==> config.mk <==
export PLATFORM = sky130hd
export DESIGN_NAME = gnn_ctrl
export DESIGN_NICKNAME = d
export VERILOG_FILES = /design/src/rtl/gnn_pkg.sv /design/src/rtl/gnn_ctrl.sv
export SDC_FILE = /design/constraint.sdc
export NUM_CORES = 1
export LEC_CHECK = 0
export BUFFER_PORTS_ARGS = -buffer_cell sky130_fd_sc_hd__buf_2
export CORE_AREA = 2 2 39 41
export CTS_CLUSTER_DIAMETER = 80
export DETAILED_ROUTE_END_ITERATION = 12
export DIE_AREA = 0 0 41 43
export PLACE_DENSITY = 0.75
export SLEW_MARGIN = 15
export SYNTH_ARGS = -nofsm -noshare
export SYNTH_HDL_FRONTEND = slang
export SYNTH_SLANG_ARGS = --single-unit
==> constraint.sdc <==
create_clock -name clk -period 2 [get_ports clk]
set_clock_uncertainty 0.05 [all_clocks]
set_input_delay 0.2 -clock clk [delete_from_list [all_inputs] [get_ports clk]]
set_output_delay 0.2 -clock clk [all_outputs]
set_load 0.02 [all_outputs]
==> src/rtl/gnn_pkg.sv <==
// ----------------------------------------------------------------------------
// gnn_pkg
// Shared types and constants for the grid nearest-neighbor search block.
// ----------------------------------------------------------------------------
package gnn_pkg;

  localparam logic [1:0] CMD_CLEAR  = 2'd0;
  localparam logic [1:0] CMD_INSERT = 2'd1;
  localparam logic [1:0] CMD_QUERY  = 2'd2;
  localparam logic [1:0] CMD_NOP    = 2'd3;

  localparam logic [1:0] REG_COLS = 2'd0;
  localparam logic [1:0] REG_ROWS = 2'd1;
  localparam logic [1:0] REG_SIZE = 2'd2;

  // datapath operations issued by the controller
  typedef enum logic [3:0] {
    OP_IDLE,
    OP_LOAD,      // capture input item
    OP_DIV,       // one quotient bit step on all four dividers
    OP_DIV_INIT,  // start dividers on current operands
    OP_CELL,      // latch cell bounds / cell index
    OP_INSERT,    // write slot, bump count
    OP_CLR,       // clear one count entry
    OP_SLOT_RD,   // issue slot read
    OP_SLOT_EV,   // evaluate read slot
    OP_NEXT_CELL, // advance scan to next cell
    OP_RESULT     // present result
  } gnn_op_t;

  typedef struct packed {
    gnn_op_t op;
  } gnn_cmd_t;

  typedef struct packed {
    logic [1:0] cmd;
    logic       div_done;
    logic       cell_ok;     // insert: cell exists and not full
    logic       clr_done;
    logic       slot_last;   // current slot is last of cell (or cell empty)
    logic       cell_empty;
    logic       scan_done;   // current cell is the last cell of the scan
  } gnn_sts_t;

endpackage

==> src/rtl/gnn_ctrl.sv <==
// ----------------------------------------------------------------------------
// gnn_ctrl
// Command sequencer: divide, insert, clear sweep and cell/slot scan.
// ----------------------------------------------------------------------------
module gnn_ctrl (
  input  logic              clk,
  input  logic              rst_n,
  input  logic              in_tvalid,
  output logic              in_tready,
  output logic              out_tvalid,
  input  logic              out_tready,
  output gnn_pkg::gnn_cmd_t ctl,
  input  gnn_pkg::gnn_sts_t sts
);
  typedef enum logic [3:0] {
    S_INIT, S_IDLE, S_DINIT, S_DIV, S_CELL, S_WAIT, S_INS, S_CLR, S_CHK, S_RD, S_EV,
    S_NEXT, S_RES, S_OUT
  } state_t;

  state_t state_r;

  always_comb begin
    ctl.op = gnn_pkg::OP_IDLE;
    unique case (state_r)
      S_INIT:  ctl.op = gnn_pkg::OP_CLR;
      S_IDLE:  ctl.op = in_tvalid ? gnn_pkg::OP_LOAD : gnn_pkg::OP_IDLE;
      S_DINIT: ctl.op = gnn_pkg::OP_DIV_INIT;
      S_DIV:   ctl.op = gnn_pkg::OP_DIV;
      S_CELL:  ctl.op = gnn_pkg::OP_CELL;
      S_INS:   ctl.op = gnn_pkg::OP_INSERT;
      S_CLR:   ctl.op = gnn_pkg::OP_CLR;
      S_RD:    ctl.op = gnn_pkg::OP_SLOT_RD;
      S_EV:    ctl.op = gnn_pkg::OP_SLOT_EV;
      S_NEXT:  ctl.op = gnn_pkg::OP_NEXT_CELL;
      S_RES:   ctl.op = out_tvalid ? gnn_pkg::OP_IDLE : gnn_pkg::OP_RESULT;
      default: ctl.op = gnn_pkg::OP_IDLE;
    endcase
  end

  assign in_tready = (state_r == S_IDLE);

  always_ff @(posedge clk) begin
    if (!rst_n) begin
      state_r <= S_INIT;
      out_tvalid <= 1'b0;
    end else begin
      if (out_tvalid && out_tready) out_tvalid <= 1'b0;
      unique case (state_r)
        S_INIT: if (sts.clr_done) state_r <= S_IDLE;
        S_IDLE: if (in_tvalid) state_r <= S_DINIT;
        S_DINIT: begin
          unique case (sts.cmd)
            gnn_pkg::CMD_CLEAR: state_r <= S_CLR;
            gnn_pkg::CMD_INSERT, gnn_pkg::CMD_QUERY: state_r <= S_DIV;
            default: state_r <= S_RES;
          endcase
        end
        S_DIV: if (sts.div_done) state_r <= S_CELL;
        S_CELL: state_r <= S_WAIT;
        S_WAIT: state_r <= (sts.cmd == gnn_pkg::CMD_INSERT) ? S_INS : S_CHK;
        S_INS: state_r <= S_RES;
        S_CLR: if (sts.clr_done) state_r <= S_RES;
        S_CHK: state_r <= sts.cell_empty ? (sts.scan_done ? S_RES : S_NEXT) : S_RD;
        S_RD: state_r <= S_EV;
        S_EV: state_r <= sts.slot_last ? (sts.scan_done ? S_RES : S_NEXT) : S_RD;
        S_NEXT: state_r <= S_WAIT;
        S_RES: if (!out_tvalid) state_r <= S_OUT;
        S_OUT: begin
          if (!out_tvalid) begin
            out_tvalid <= 1'b1;
            state_r <= S_IDLE;
          end
        end
        default: state_r <= S_IDLE;
      endcase
    end
  end
endmodule

==> qor.yml <==
status: "completed"
dp_cells: 117
hold_viol: 0
rsz0062_at_grt: "false"
pwr-share-comb_pct: 33.7
seq_area_frac_synth_pct: 15.50
clkPwrFrac_pct: 34.4
drt-total-wl_mm: 1.518
worst_pin_slew_ns: 0.5383
ir_drop_mv: 0.1331
finalNonFillerCells: 121
timing.final.crit_share_pct: 91.35
layout-drive-gt1-share_pct: 26.67
syn2layout_area_growth_pct: 17.05
first_pass_iters: 4
grt_use_total_pct: 20.64
fmax_mhz: 547.3
antenna_found_initial: 0
maxSlewHeadroom_pct: 64.07
die_height_um: 43
via_per_inst: 5.810
grt.busiest_layer: "met2"
synth_top_area_share_pct: 15.50
cts.clk_slew.worst_paths_ns: 0.04
hold_buffers: 0
drc: 0
avgSynthCellArea_um2: 7.254
chipWidth_um: 41
routabilityCongestion: 0.7891
pwr-share-seq_pct: 31.8
use_met1_pct: 28.75
h-tree-depth: 1
path_delay_family: "flip-flops"
wl_per_cell_um: 12.55
cts_sinks: 5
dieArea_um2: 1763
ys.flop_type: "dfxtp_1"
critPathMaxStageDelay_ns: 0.65
synthCells: 89
fin_nets: 120
grt_pass1_wl_mm: 2.566
synth_warnings: 0
syn_area_um2: 645.6
grt_util_met2_pct: 30.63
placed_area_um2: 729.5
clk_path_buf_depth: 2
grt_max_degree: 19
swShare_pct: 34.21
slew_violations: 0
worstPathRequired_ns: 1.75
worst-path-max-fanout: 18
synth.top_cells.by_area: "dfxtp_1 (16%), a21oi_1 (6.2%), buf_2 (5.4%), nand2_1 (4.1%), ha_1 (3.9%)"
grt-ovfl-total: 0
core_area_um2: 1384
yosysTopAreaCell: "dfxtp_1"
numPortBuffers: 16
async_flop_share_pct: 0
cpMaxStageDelayCell: "dfxtp_1"
setup_viol: 0
synthDistinctLibCells: 41
path_class: "reg -> out"
io-pin-count: 18
antenna_cells: 0
cts_root_buffer: "clkbuf_4"
dp_hpwl_mm: 1.102
cp-end-kind: "output pin"
worstPathArrival_ns: 1.58
tns_ns: 0
intPower_mw: 0.2282
cts_inserted_buffers: 3
cts_tree: "yes"
cts.repair.resized: 0
switching_power_mw: 0.1186
initial_utilization_pct: 46.65
synth_nets: 103
rows: 14
pre_cts_ws_ns: 0.2480
first_iter_violations: 19
cts_setup_buffers: 0
final_core_util_pct: 54.61
final_area_um2: 755.7
ant_nets: 0
crit_buf_inv: 1
vias: 703
cp-start-kind: "flip-flop"
synth_seq_cells: 5
hold_class: "in -> reg"
final.setup.worst_slack_ns: 0.1729
grt_pass1_vias: 630
power_density_nw_per_um2: 458.9
synth-edff-count: 0
max_cap_violations: 0
p_leak_nw: 0.3184
clk_latency_ns: 0.24
crit_chain: "nor3b_1 -> and2_1 -> o21a_1 -> buf_2"
period_minus_slack_ns: 1.827
grt_util_met3_pct: 1.571
==> routing by layer <==
metal  routed length (um)  up-vias
met5                    0        -
met1                  693      320
met3                   39        2
li1                     -      367
met4                   15        0
met2                  770       14
==> Yosys cell counts, types with 3 or more instances <==
cell,n
a21oi_1,8
a31oi_1,3
buf_2,7
dfxtp_1,5
nand2_1,7
nor2_1,6
nor2b_1,3
nor3_1,4
o21a_1,3
o21ai_0,5
==> final cells by class <==
class                   count  area [um^2]
multi-input cells          73        488.0
well taps                  16        20.02
repair buffers             20        110.1
flip-flops and latches      5        100.1
clock buffers               4        26.28
inverters                   3        11.26
fillers                   132        628.1
==> cells by family (layout without fill, tap and decap cells) <==
family	count (synthesis)	count (layout)	synth area share, %
DFF	5	5	15.50
AOI/OAI and AO/OA	30	30	32.17
adders and majority gates	2	2	3.875
and+or+nand+nor	40	40	37.99
buffers and inverters	11	27	8.914
muxes	1	1	1.550
==> state kept, by name, summed over array words and instances, names as in the netlist <==
| name | flops |
|---|---|
| out_tvalid | 1 |
| state_r | 4 |
==> stage by stage <==
| stage | total power [mW] | hold WS [ns] |
|---|---|---|
| after floorplan | 0.1935 | 0.2677 |
| after global placement | 0.2255 | 0.4380 |
| after detailed placement | 0.2284 | 0.4400 |
| after CTS | 0.3476 | 0.1841 |
| after global routing | 0.3722 | 0.1822 |
| final | 0.3468 | 0.1870 |
==> worst paths after layout <==
check | from | end | slack (ns) | cells after the start
setup reg to reg | state_r[2]$_SDFFE_PN0P_ | state_r[1]$_SDFFE_PN0P_ | 0.26 | 4
hold / removal | rst_n | out_tvalid$_SDFF_PN0_ | 0.19 | 2
hold reg to reg | out_tvalid$_SDFF_PN0_ | out_tvalid$_SDFF_PN0_ | 0.67 | 3
setup / recovery | state_r[2]$_SDFFE_PN0P_ | ctl[3] | 0.17 | 4
==> power groups by stage <==
stage	registers, mW	logic (mW)	clock network (mW)
2_1_floorplan	0.108	0.0858	0
3_3_place_gp	0.112	0.113	0
3_5_place_dp	0.112	0.116	0
4_1_cts	0.110	0.117	0.121
5_1_grt	0.111	0.130	0.131
6_report	0.110	0.117	0.119
==> cell usage in the layout (no fill, tap or decap), types with 2 or more instances in the layout <==
cell type  synthesis  final
nor3b_1            2      2
nand2_1            7      7
buf_2              7     16
o21ai_1            2      2
inv_1              2      2
nor2_1             6      6
nor3_1             4      4
or3_1              2      2
a31oi_1            3      3
buf_4              0      4
nand3_1            2      2
o21ai_0            5      5
a21oi_1            8      8
nor2b_1            3      3
clkbuf_4           0      3
and3b_1            2      2
dfxtp_1            5      5
ha_1               2      2
o21a_1             3      3
Note: power is estimated with default switching activity, not from simulation.
